<file path="src/sv/multirotor_motor_mixer_assert.svh">
// ----------------------------------------------------------------------------
// mixer assertion macros
// shared property wrappers for the mixer modules
// ----------------------------------------------------------------------------
`ifndef MULTIROTOR_MOTOR_MIXER_ASSERT_SVH
`define MULTIROTOR_MOTOR_MIXER_ASSERT_SVH

// implication checked on every clock, off during reset
`define MM_ASSERT_IMP(label, clk, rst_n, ante, cons) \
    label: assert property (@(posedge clk) disable iff (!rst_n) (ante) |-> (cons)) \
        else $error("mixer check failed");

// next-cycle implication
`define MM_ASSERT_NXT(label, clk, rst_n, ante, cons) \
    label: assert property (@(posedge clk) disable iff (!rst_n) (ante) |=> (cons)) \
        else $error("mixer check failed");

`endif

</file>
<file path="src/sv/mmix_pkg.sv">
// ----------------------------------------------------------------------------
// mixer package
// shared types and constants for the motor mixer
// ----------------------------------------------------------------------------
package mmix_pkg;

    localparam int ONE_Q14 = 16384;
    localparam int NUM_REGS = 5;

    localparam logic [2:0] REG_COUNT = 3'd0;
    localparam logic [2:0] REG_GEO0  = 3'd1;
    localparam logic [2:0] REG_GEO3  = 3'd4;

    typedef struct packed {
        logic signed [15:0] thrust_cmd;
        logic signed [15:0] pitch_cmd;
        logic signed [15:0] roll_cmd;
        logic signed [15:0] yaw_cmd;
    } t_cmd;

    typedef struct packed {
        logic [2:0]         motor_index;
        logic signed [15:0] drive_level;
        logic               last_motor;
    } t_drive;

    typedef struct packed {
        logic signed [15:0] py;
        logic signed [15:0] rx;
        logic               ccw;
    } t_coef;

    typedef enum logic [2:0] {
        S_CLEAR, S_MAX, S_DIV, S_IDLE, S_RUN
    } t_state;

    // divider handshake
    typedef struct packed {
        logic        start;
        logic [14:0] num;
        logic [14:0] den;
    } t_div_req;

    typedef struct packed {
        logic        done;
        logic [15:0] quo;
    } t_div_rsp;

endpackage

</file>
<file path="src/sv/mmix_div.sv">
// ----------------------------------------------------------------------------
// coefficient divider
// restoring divider giving round(num*16384/den), one quotient bit per cycle
// ----------------------------------------------------------------------------
module mmix_div (
    input  logic                 i_clk,
    input  logic                 i_rst_n,
    input  mmix_pkg::t_div_req   i_req,
    output mmix_pkg::t_div_rsp   o_rsp
);
    logic [16:0] r_rem, n_rem;
    logic [16:0] r_quo;
    logic [14:0] r_den;
    logic [29:0] r_num;
    logic [4:0]  r_cnt;
    logic        r_busy;
    logic        r_done;
    logic [17:0] w_trial;

    // quotient of (2*num*16384 + den) / den, 17 bits, then halve
    always_comb begin
        w_trial = {r_rem, r_num[29]};
        n_rem   = w_trial[16:0];
        if (w_trial >= {3'b0, r_den}) begin
            n_rem = 17'(w_trial - {3'b0, r_den});
        end
    end

    always_ff @(posedge i_clk) begin
        if (!i_rst_n) begin
            r_busy <= 1'b0;
            r_done <= 1'b0;
        end else begin
            r_done <= 1'b0;
            if (i_req.start) begin
                r_busy <= 1'b1;
                r_cnt  <= 5'd0;
                r_rem  <= 17'd0;
                r_den  <= i_req.den;
                // 2*num*16384 + den, fits 30 bits; top bit fed first
                r_num  <= {i_req.num, 15'd0} + {15'd0, i_req.den};
                r_quo  <= 17'd0;
            end else if (r_busy) begin
                r_rem <= n_rem;
                r_num <= {r_num[28:0], 1'b0};
                r_quo <= {r_quo[15:0], (w_trial >= {3'b0, r_den})};
                r_cnt <= r_cnt + 5'd1;
                if (r_cnt == 5'd29) begin
                    r_busy <= 1'b0;
                    r_done <= 1'b1;
                end
            end
        end
    end

    assign o_rsp.done = r_done;
    assign o_rsp.quo  = r_quo[16:1];

    `include "multirotor_motor_mixer_assert.svh"
    `MM_ASSERT_NXT(a_div_done, i_clk, i_rst_n, r_busy && r_cnt == 5'd29 && !i_req.start, r_done)
    `MM_ASSERT_IMP(a_div_idle, i_clk, i_rst_n, r_done, !r_busy)
    `MM_ASSERT_IMP(a_div_cnt, i_clk, i_rst_n, r_busy, r_cnt <= 5'd29)
endmodule

</file>
<file path="src/sv/multirotor_motor_mixer.sv">
// an accepted request is registered, each coefficient is read into r_rd, then the
// drive level is registered in r_out; one drive level per cycle while i_stall is low
// a new request is taken only once the last is issued; a register write rebuilds the table
// reset: motor_count 4, zero geometry; table rebuilt before the first request
// the coefficient table sits in one MAX_MOTORS-entry (default 8) synchronous memory
module multirotor_motor_mixer #(
    parameter int MAX_MOTORS = 8
) (
    input  logic                i_clk,
    input  logic                i_rst_n,
    input  logic                i_valid,
    output logic                o_stall,
    input  mmix_pkg::t_cmd      i_cmd,
    output logic                o_valid,
    input  logic                i_stall,
    output mmix_pkg::t_drive    o_drive,
    input  logic                psel,
    input  logic                penable,
    input  logic                pwrite,
    input  logic [5:0]          paddr,
    input  logic [63:0]         pwdata,
    output logic [63:0]         prdata,
    output logic                pready
);
    localparam int MW = (MAX_MOTORS > 1) ? $clog2(MAX_MOTORS) : 1;

    logic [3:0]      r_count;
    logic [63:0]     r_geo [4];
    mmix_pkg::t_state r_state, n_state;
    logic [3:0]      r_i;
    logic [14:0]     r_mx, r_my;
    logic            r_axis;      // 0 rx, 1 py
    logic            r_divwait;
    logic signed [15:0] r_rx;
    mmix_pkg::t_coef r_mem [MAX_MOTORS];
    mmix_pkg::t_coef r_rd;
    mmix_pkg::t_cmd  r_cmd;
    logic            r_rd_v;
    logic [3:0]      r_rd_i;
    logic            r_ov;
    mmix_pkg::t_drive r_out;
    logic [3:0]      w_n;
    logic [MW-1:0]   w_ra;
    logic [2:0]      w_reg;
    logic            w_wr;
    logic [31:0]     w_word;
    logic signed [14:0] w_x, w_y, w_v;
    logic [14:0]     w_ax, w_ay;
    mmix_pkg::t_div_req w_dreq;
    mmix_pkg::t_div_rsp w_drsp;
    logic signed [47:0] w_acc;
    logic signed [31:0] w_p, w_r;
    logic signed [16:0] w_yaw;
    logic signed [15:0] w_drv;
    logic            w_adv;

    assign pready = 1'b1;
    assign w_reg  = paddr[5:3];
    assign w_wr   = psel && penable && pwrite;
    always_comb begin
        prdata = 64'd0;
        if (w_reg == mmix_pkg::REG_COUNT) prdata = {60'd0, r_count};
        else if (w_reg >= mmix_pkg::REG_GEO0 && w_reg <= mmix_pkg::REG_GEO3)
            prdata = r_geo[2'(w_reg - mmix_pkg::REG_GEO0)];
    end

    always_comb begin
        w_n = r_count;
        if (w_n == 4'd0) w_n = 4'd1;
        if (32'(w_n) > MAX_MOTORS) w_n = 4'(MAX_MOTORS);
    end

    assign w_word = r_i[0] ? r_geo[r_i[2:1]][63:32] : r_geo[r_i[2:1]][31:0];
    assign w_x  = w_word[14:0];
    assign w_y  = w_word[29:15];
    assign w_ax = w_x[14] ? 15'(-w_x) : w_x;
    assign w_ay = w_y[14] ? 15'(-w_y) : w_y;
    assign w_v  = r_axis ? w_y : w_x;

    assign w_dreq.start = (r_state == mmix_pkg::S_DIV) && !r_divwait;
    assign w_dreq.num   = r_axis ? w_ay : w_ax;
    assign w_dreq.den   = r_axis ? r_my : r_mx;

    mmix_div u_div (
        .i_clk  (i_clk),
        .i_rst_n(i_rst_n),
        .i_req  (w_dreq),
        .o_rsp  (w_drsp)
    );

    assign w_adv = !r_ov || !i_stall;
    assign o_stall = !(r_state == mmix_pkg::S_IDLE) || w_wr || (r_rd_v && !w_adv);

    always_comb begin
        n_state = r_state;
        case (r_state)
            mmix_pkg::S_CLEAR: n_state = mmix_pkg::S_MAX;
            mmix_pkg::S_MAX:   if (r_i == w_n - 4'd1) n_state = mmix_pkg::S_DIV;
            mmix_pkg::S_DIV:   if (r_i == w_n - 4'd1 && r_axis && r_divwait &&
                                   (w_drsp.done || r_my == 15'd0))
                                   n_state = mmix_pkg::S_IDLE;
            mmix_pkg::S_IDLE:  if (i_valid && !o_stall) n_state = mmix_pkg::S_RUN;
            mmix_pkg::S_RUN:   if (r_i == w_n - 4'd1 && w_adv) n_state = mmix_pkg::S_IDLE;
            default:           n_state = mmix_pkg::S_CLEAR;
        endcase
        if (w_wr) n_state = mmix_pkg::S_CLEAR;
    end

    assign w_ra = (r_state == mmix_pkg::S_IDLE) ? '0 : MW'(r_i);

    always_ff @(posedge i_clk) begin
        if (!i_rst_n) begin
            r_state   <= mmix_pkg::S_CLEAR;
            r_count   <= 4'd4;
            for (int k = 0; k < 4; k++) r_geo[k] <= 64'd0;
            r_i       <= 4'd0;
            r_divwait <= 1'b0;
            r_axis    <= 1'b0;
            r_rd_v    <= 1'b0;
            r_ov      <= 1'b0;
        end else begin
            r_state <= n_state;
            if (w_wr) begin
                if (w_reg == mmix_pkg::REG_COUNT) r_count <= pwdata[3:0];
                else if (w_reg >= mmix_pkg::REG_GEO0 && w_reg <= mmix_pkg::REG_GEO3)
                    r_geo[2'(w_reg - mmix_pkg::REG_GEO0)] <= pwdata;
            end
            case (r_state)
                mmix_pkg::S_CLEAR: begin
                    r_i <= 4'd0; r_mx <= 15'd0; r_my <= 15'd0;
                    r_axis <= 1'b0; r_divwait <= 1'b0;
                end
                mmix_pkg::S_MAX: begin
                    if (w_ax > r_mx) r_mx <= w_ax;
                    if (w_ay > r_my) r_my <= w_ay;
                    r_i <= (r_i == w_n - 4'd1) ? 4'd0 : r_i + 4'd1;
                end
                mmix_pkg::S_DIV: begin
                    if (!r_divwait) r_divwait <= 1'b1;
                    else if (w_drsp.done || (r_axis ? r_my : r_mx) == 15'd0) begin
                        r_divwait <= 1'b0;
                        if (!r_axis) begin
                            r_rx   <= (r_mx == 15'd0) ? 16'sd0 :
                                      (w_v[14] ? 16'(-w_drsp.quo) : w_drsp.quo);
                            r_axis <= 1'b1;
                        end else begin
                            r_mem[MW'(r_i)] <= '{py: (r_my == 15'd0) ? 16'sd0 :
                                              (w_v[14] ? 16'(-w_drsp.quo) : w_drsp.quo),
                                              rx: r_rx, ccw: w_word[30]};
                            r_axis <= 1'b0;
                            r_i    <= (r_i == w_n - 4'd1) ? 4'd0 : r_i + 4'd1;
                        end
                    end
                end
                mmix_pkg::S_IDLE: begin
                    if (i_valid && !o_stall) begin
                        r_cmd <= i_cmd;
                        r_i   <= 4'd0;
                    end
                end
                mmix_pkg::S_RUN: begin
                    if (w_adv) r_i <= (r_i == w_n - 4'd1) ? 4'd0 : r_i + 4'd1;
                end
                default: ;
            endcase
            // memory read, registered into r_rd
            if (w_adv || (r_state != mmix_pkg::S_RUN && !r_rd_v)) begin
                r_rd   <= r_mem[w_ra];
                r_rd_i <= r_i;
                r_rd_v <= (r_state == mmix_pkg::S_RUN);
            end
            if (w_adv) begin
                r_ov <= r_rd_v;
                if (r_rd_v) r_out <= '{motor_index: 3'(r_rd_i), drive_level: w_drv,
                                       last_motor: (r_rd_i == w_n - 4'd1)};
            end
        end
    end

    // drive computation from registered coefficient
    assign w_p   = r_cmd.pitch_cmd * r_rd.py;
    assign w_r   = r_cmd.roll_cmd * r_rd.rx;
    assign w_yaw = r_rd.ccw ? -17'(r_cmd.yaw_cmd) : 17'(r_cmd.yaw_cmd);
    assign w_acc = ((48'(r_cmd.thrust_cmd) + 48'(w_yaw)) <<< 14) + 48'(w_p) + 48'(w_r);
    always_comb begin
        if (w_acc >= 48'sd268435456) w_drv = 16'sd16384;
        else if (w_acc <= -48'sd268435456) w_drv = -16'sd16384;
        else w_drv = 16'((w_acc + 48'sd8192) >>> 14);
    end

    assign o_valid = r_ov;
    assign o_drive = r_out;

    `include "multirotor_motor_mixer_assert.svh"
    `MM_ASSERT_IMP(a_no_take_busy, i_clk, i_rst_n,
                   r_state != mmix_pkg::S_IDLE, o_stall)
    `MM_ASSERT_IMP(a_idx_range, i_clk, i_rst_n,
                   r_state == mmix_pkg::S_RUN, r_i < w_n)
    `MM_ASSERT_IMP(a_last_idx, i_clk, i_rst_n,
                   o_valid && o_drive.last_motor, 4'(o_drive.motor_index) == w_n - 4'd1)
endmodule

</file>
<file path="config.mk">
export PLATFORM = sky130hd
export DESIGN_NAME = multirotor_motor_mixer
export DESIGN_NICKNAME = d
export VERILOG_FILES = /design/src/sv/mmix_pkg.sv /design/src/sv/mmix_div.sv /design/src/sv/multirotor_motor_mixer.sv
export VERILOG_INCLUDE_DIRS = /design/src /design/src/sv
export SDC_FILE = /design/constraint.sdc
export NUM_CORES = 2
export LEC_CHECK = 0
export BUFFER_PORTS_ARGS = -buffer_cell sky130_fd_sc_hd__clkbuf_2
export CORE_MARGIN = 2
export CORE_UTILIZATION = 40
export CTS_BUF_LIST = sky130_fd_sc_hd__clkbuf_2
export CTS_CLUSTER_DIAMETER = 50
export DETAILED_ROUTE_END_ITERATION = 12
export PLACE_DENSITY = 0.66
export SETUP_SLACK_MARGIN = 0.2
export SYNTH_ARGS = -nofsm -noshare
export SYNTH_HDL_FRONTEND = slang
export SYNTH_SLANG_ARGS = --single-unit
</file>
<file path="constraint.sdc">
create_clock -name i_clk -period 12.5 [get_ports i_clk]
set_input_delay 1.25 -clock i_clk [delete_from_list [all_inputs] [get_ports i_clk]]
set_output_delay 1.25 -clock i_clk [all_outputs]
set_load 0.01 [all_outputs]
</file>
Word level (Yosys, flattened, before mapping). Memory sizes are Yosys's and may differ from the RTL's. A register that Yosys moved wholly into a read port is not among the register bits. Cells that the tools add are included.

$add $sub $neg: 14. Magnitude comparators: 8. Multipliers: 2. Reductions and logical operators: 50. Equal/unequal tests: 18. Multiplexer cells: 65. Bitwise logic cells: 3.

Operators with widths (number): two-way mux 64 bit (3); two-way mux 15 bit (7); two-way mux 17 bit (4); multiplier 16 x 16 -> 32 bit (2); OR reduction 64 bit (1); two-way mux 30 bit (2); one-hot mux 15 bit (2 select lines) (2); two-way mux 16 bit (3); logical NOT 15 bit (3); adder 33 x 32 -> 34 bit (1); greater-or-equal comparator 34 x 30 -> 1 bit, second input constant (1); less-or-equal comparator 34 x 29 -> 1 bit, second input constant (1); adder 32 x 32 -> 33 bit (1); two-way mux 4 bit (8); two-way mux 31 bit (1); adder 30 x 15 -> 30 bit (1); adder 30 x 15 -> 30 bit, second input constant (1); > comparator 15 bit (2); negator 15 bit (2); two-way mux 1 bit (22); one-hot mux 4 bit (5 select lines) (1); adder 16 x 17 -> 18 bit (1); greater-or-equal comparator 18 x 15 -> 1 bit (1); negator 16 -> 17 bit (1); 37 further kinds (88).

Register bits after elaboration: 235. Memory bits (writable): 520. Bits of input ports: 141. Memories: 2. Word-level logic and storage cells: 188. Output and inout bits: 87.

Memory list: r_mem (words 8, width 33, read ports 1, clocked after Yosys merged registers in 1, wr ports 1, RTL line multirotor_motor_mixer.sv:35) `mmix_pkg::t_coef r_mem [MAX_MOTORS];`; r_geo (words 4, width 64, read ports 2, clocked after Yosys merged registers in 1, wr ports 4, RTL line multirotor_motor_mixer.sv:28) `logic [63:0] r_geo [4];`.

Depth between registers and ports, before layout.
Depth in word-level cells: 13. Gate-level depth with buffers: 44. Mapped depth without buffers: 41.

By module. Synthesis repeated with hierarchy kept, for this count alone.

Cell total of the unflattened synthesis: 5030. Area total of the unflattened synthesis: 59718.5 sq um.

Modules (own cells, without submodules): multirotor_motor_mixer (sequential area each 20970.1 sq um, instances 1, area an instance 55140.4 sq um, cells each 4667); mmix_div (sequential area each 2562.5 sq um, instances 1, area an instance 4578.1 sq um, cells each 363).

Worst setup path before layout. No wires, ideal clock.

Path type: flip-flop to flip-flop. From: register r_rd[0] (netlist bit). To: register r_out (netlist bit o_drive[15]), data pin. Setup slack: 2886 ps. Data required time: 12246 ps. Buffers on the path: 3. Cell stages (with the launch flop): 43. Period minus slack after synthesis: 9614 ps. Arrival: 9360 ps. Path through: edfxtp_1 clkbuf_1 nand2_1 o21ai_0 inv_1 fa_1 nor2b_1 o21ai_0 a21boi_0 o21ai_0 a21boi_0 o21ai_0 a21oi_1 nor2_1 xor2_1 fa_1 inv_1 fa_1 [... 7 more ...] inv_1 fa_1 inv_1 fa_1 inv_1 ha_1 clkbuf_1 nand2_1 o21ai_1 a21o_1 a211o_1 a21oi_1 o41ai_4 o31ai_1 xor2_1 or4_1 buf_2 a21o_1.

Word-level cells in the longest chain between the ends: 6. Elaborated cells on any way between the ends: 8.

RTL lines: start: declaration (RTL line multirotor_motor_mixer.sv:36) `mmix_pkg::t_coef r_rd;`; start signal: assignment (RTL line multirotor_motor_mixer.sv:168) `r_rd <= r_mem[w_ra];`; two-way mux 17 bit (*) (RTL line multirotor_motor_mixer.sv:183) `assign w_yaw = r_rd.ccw ? -17'(r_cmd.yaw_cmd) : 17'(r_cmd.yaw_cmd);`; adder 16 x 17 -> 18 bit (*) (RTL line multirotor_motor_mixer.sv:184) `assign w_acc = ((48'(r_cmd.thrust_cmd) + 48'(w_yaw)) <<< 14) + 48'(w_p) + 48'(w_r);`; adder 32 x 32 -> 33 bit (*) (RTL line multirotor_motor_mixer.sv:184); adder 33 x 32 -> 34 bit (*) (RTL line multirotor_motor_mixer.sv:184); greater-or-equal comparator 34 x 30 -> 1 bit / less-or-equal comparator 34 x 29 -> 1 bit (equally long branches) (RTL line multirotor_motor_mixer.sv:186, multirotor_motor_mixer.sv:187); OR reduction 2 bit (no line); end signal: assignment (RTL line multirotor_motor_mixer.sv:174) `if (r_rd_v) r_out <= '{motor_index: 3'(r_rd_i), drive_level: w_drv,`; end: declaration (RTL line multirotor_motor_mixer.sv:41) `mmix_pkg::t_drive r_out;`.

Every way passes the cells marked *; elsewhere a longest branch is shown, timed or not. A chain may end at the register's enable or synchronous reset.

Final worst setup path.
From: register r_cmd[0] (netlist bit). To: register r_out (netlist bit o_drive[15]), data pin.

Word-level cells in the longest chain between the ends: 7. Elaborated cells on any way between the ends: 9.

RTL lines: start: declaration (RTL line multirotor_motor_mixer.sv:37) `mmix_pkg::t_cmd r_cmd;`; start signal: assignment (RTL line multirotor_motor_mixer.sv:157) `r_cmd <= i_cmd;`; negator 16 -> 17 bit (RTL line multirotor_motor_mixer.sv:183); two-way mux 17 bit (*) (RTL line multirotor_motor_mixer.sv:183); adder 16 x 17 -> 18 bit (*) (RTL line multirotor_motor_mixer.sv:184); adder 32 x 32 -> 33 bit (*) (RTL line multirotor_motor_mixer.sv:184); adder 33 x 32 -> 34 bit (*) (RTL line multirotor_motor_mixer.sv:184); greater-or-equal comparator 34 x 30 -> 1 bit / less-or-equal comparator 34 x 29 -> 1 bit (equally long branches) (RTL line multirotor_motor_mixer.sv:186, multirotor_motor_mixer.sv:187); OR reduction 2 bit (no line).

Marks and branches as above.

==> flow_metrics.tcl <==
set metrics [dict create \
    holdBufCountCts 135 \
    synth-main-ff-cell "edfxtp_1" \
    postSynthAreaPerCell_um2 11.5 \
    place_area_mm2 0.0622 \
    vias 39300 \
    holdWs_ps 255 \
    grt_pass1_vias 42000 \
    cts_buffer_depth 3 \
    cp.required_ps 13870 \
    yosysWarnings 0 \
    rsz0062_at_grt "false" \
    register_area_mm2 0.0235 \
    coreArea_mm2 0.146 \
    gp_congestion 0.851 \
    num_rows 140 \
    drv_cap 0 \
    final.period_utilization_pct 87.2 \
    cts_setup_buffers 0 \
    wl_per_cell_um 19.3 \
    grt_overflow 0 \
    clk_pin_slew_worst_paths_ps 110 \
    clk-insertion-delay-late_ps 1630 \
    fin_setup_tns_ps 0 \
    post_drt_via_cell_ratio 5.18 \
    die_h_um 388 \
    setup_violations 0 \
    dpl.cell_count 7091 \
    fin_nets 6513 \
    final_cell_mix "inv_1 (842), edfxtp_1 (771), fa_1 (636)" \
    final_common_cell "inv_1" \
    status "finished clean" \
    drt-total-wl_um 147000 \
    grtUsageTotal_pct 19.8 \
    dieArea_mm2 0.151 \
    cts.sinks 790 \
    dr.pass1.iters 7 \
    slowest_stage "nand4_1" \
    drive_gt1_share_pct 13.7 \
    final_cells 7589 \
    clockRootBuffer "clkbuf_2" \
    syn_nets 6134 \
    skew_ps 123 \
    cp_slowest_stage_delay_ps 770 \
    cp-end-kind "register" \
    start_util_pct 40.4 \
    cts_buffers 198 \
    synth_cells 5130 \
    arrival_ps 12270 \
    worst-path-max-fanout 15 \
    cts_tree "done" \
    io_pins 228 \
    tightest_slew_ps 1130 \
    drt_iter0_drc 2557 \
    synth_area_mm2 0.0591 \
    hpwl_um 102000 \
    grt_pass1_wl_um 233000 \
    critPathKind "register to register" \
    synth_top_area_share_pct 39.2 \
    synth-edff-count 771 \
    numPortBuffers 223 \
    async_flop_share_pct 0 \
    slew_headroom_pct 24.7 \
    ys_seq_elements 790 \
    multiInputGateArea_mm2 0.0317 \
    ys_seq_area_share_pct 39.9 \
    final_cell_area_mm2 0.0655 \
    h-tree-depth 4 \
    synth_cell_types 83 \
    synth_area_leaders "edfxtp_1 (39%), fa_1 (22%), and2_1 (5.4%)" \
    cts_resized 0 \
    area_growth_pct 10.9 \
    cp-start-kind "register" \
    grt_max_degree 71 \
    fp.dieW_um 388 \
    antenna_found_initial 16 \
    fill_cells 13500 \
    holdCritPathClass "input port to register" \
    slew_violations 0 \
    yosysTopAreaCell "edfxtp_1" \
    max_freq_mhz 91.7 \
    ant_nets 0 \
    hold_viol_final 0 \
    drc 0 \
    fin_crit_ps 10900 \
]
-- cell usage after synthesis (5+ instances only) --
master    count
ha_1        227
and3_1        7
o21ai_0     113
or4_1         5
xor2_1       45
mux4_2      126
nor2b_1      17
nor3b_1       5
nand2b_1     49
mux2i_1      91
a211oi_1     40
fa_1        636
buf_1        20
xnor2_1      88
or3_1         6
nand3_1     132
o21bai_1      5
nand4_1      23
a31oi_1      17
nand2_1     613
o41ai_1      39
o31ai_1      13
o21ai_1       8
mux2_2        8
nor4_1       23
a21oi_2      13
dfxtp_1      19
a21o_1       24
nor3_1       33
nor2_1      172
inv_1       842
o211ai_1      9
o21a_1       19
edfxtp_1    771
and2_1      512
a21oi_1      80
a21boi_0      9
buf_2        15
clkbuf_1    187
-- state kept, by name (all words and copies together), names as in the netlist, 16 cells and up, named ones only --
register	flops
r_geo	256
r_rd	33
r_mem	264
r_rx	16
u_div.r_rem	17
r_cmd	64
u_div.r_quo	17
u_div.r_num	30
o_drive	20
-- cell families after synthesis --
logic type               Yosys count  share of synthesized area [%]
AO/OA/AOI/OAI                    431                           4.87
AND/OR/NAND/NOR                 1617                           13.6
XOR/XNOR                         133                           1.97
multiplexers                     225                           6.50
flip-flops                       790                           39.9
other                              1                        0.00635
buffers and inverters           1070                           6.87
adder cells (fa/ha/maj)          863                           26.4
-- area by class of cell --
class / instances / area share (%)
antenna: 15 / 0.0573
sequential: 790 / 36.0
clock inverter: 71 / 0.732
inverter: 844 / 4.84
clock buffer: 277 / 2.12
timing repair buffer: 405 / 4.31
tap: 1917 / 3.66
multi-input combinational: 3270 / 48.3
-- final timing paths --
path                            depth (start not counted)  slack (ps)              end            start
worst max-delay path                                   41        1600      o_drive[15]         r_cmd[0]
worst min-delay path                                    3         250     u_div.r_done          i_rst_n
worst max register to register                         41        1600      o_drive[15]         r_cmd[0]
worst min register to register                          2         470  u_div.r_num[19]  u_div.r_num[18]
-- routing by layer --
metal  up-vias  GRT usage, %  part of all wire (%)
met5         -             0                  0.16
met2      1295          35.1                    52
met4        10          7.26                   3.0
met1     20000          23.9                    39
li1      17800             -                     -
met3       259          3.86                   6.5
-- worst max-delay path, delay by kind of cell (launching register included) --
family	cells	cell delay (ps)
AO/OA/AOI/OAI	15	3200
XOR/XNOR	2	420
adder cells (fa/ha/maj)	11	5050
buffers and inverters	9	530
flip-flops	1	430
AND/OR/NAND/NOR	4	1030
-- through the flow --
stage               setup slack (ps)  utilization, %
floorplan                       2890               -
global placement                1730            42.6
detailed placement              1650            42.6
CTS                             1600            44.8
global route                     807            44.8
finish                          1600            44.8
Power is not shown: default switching activity piles up to over one toggle a cycle in this logic, so the estimate is an artifact.
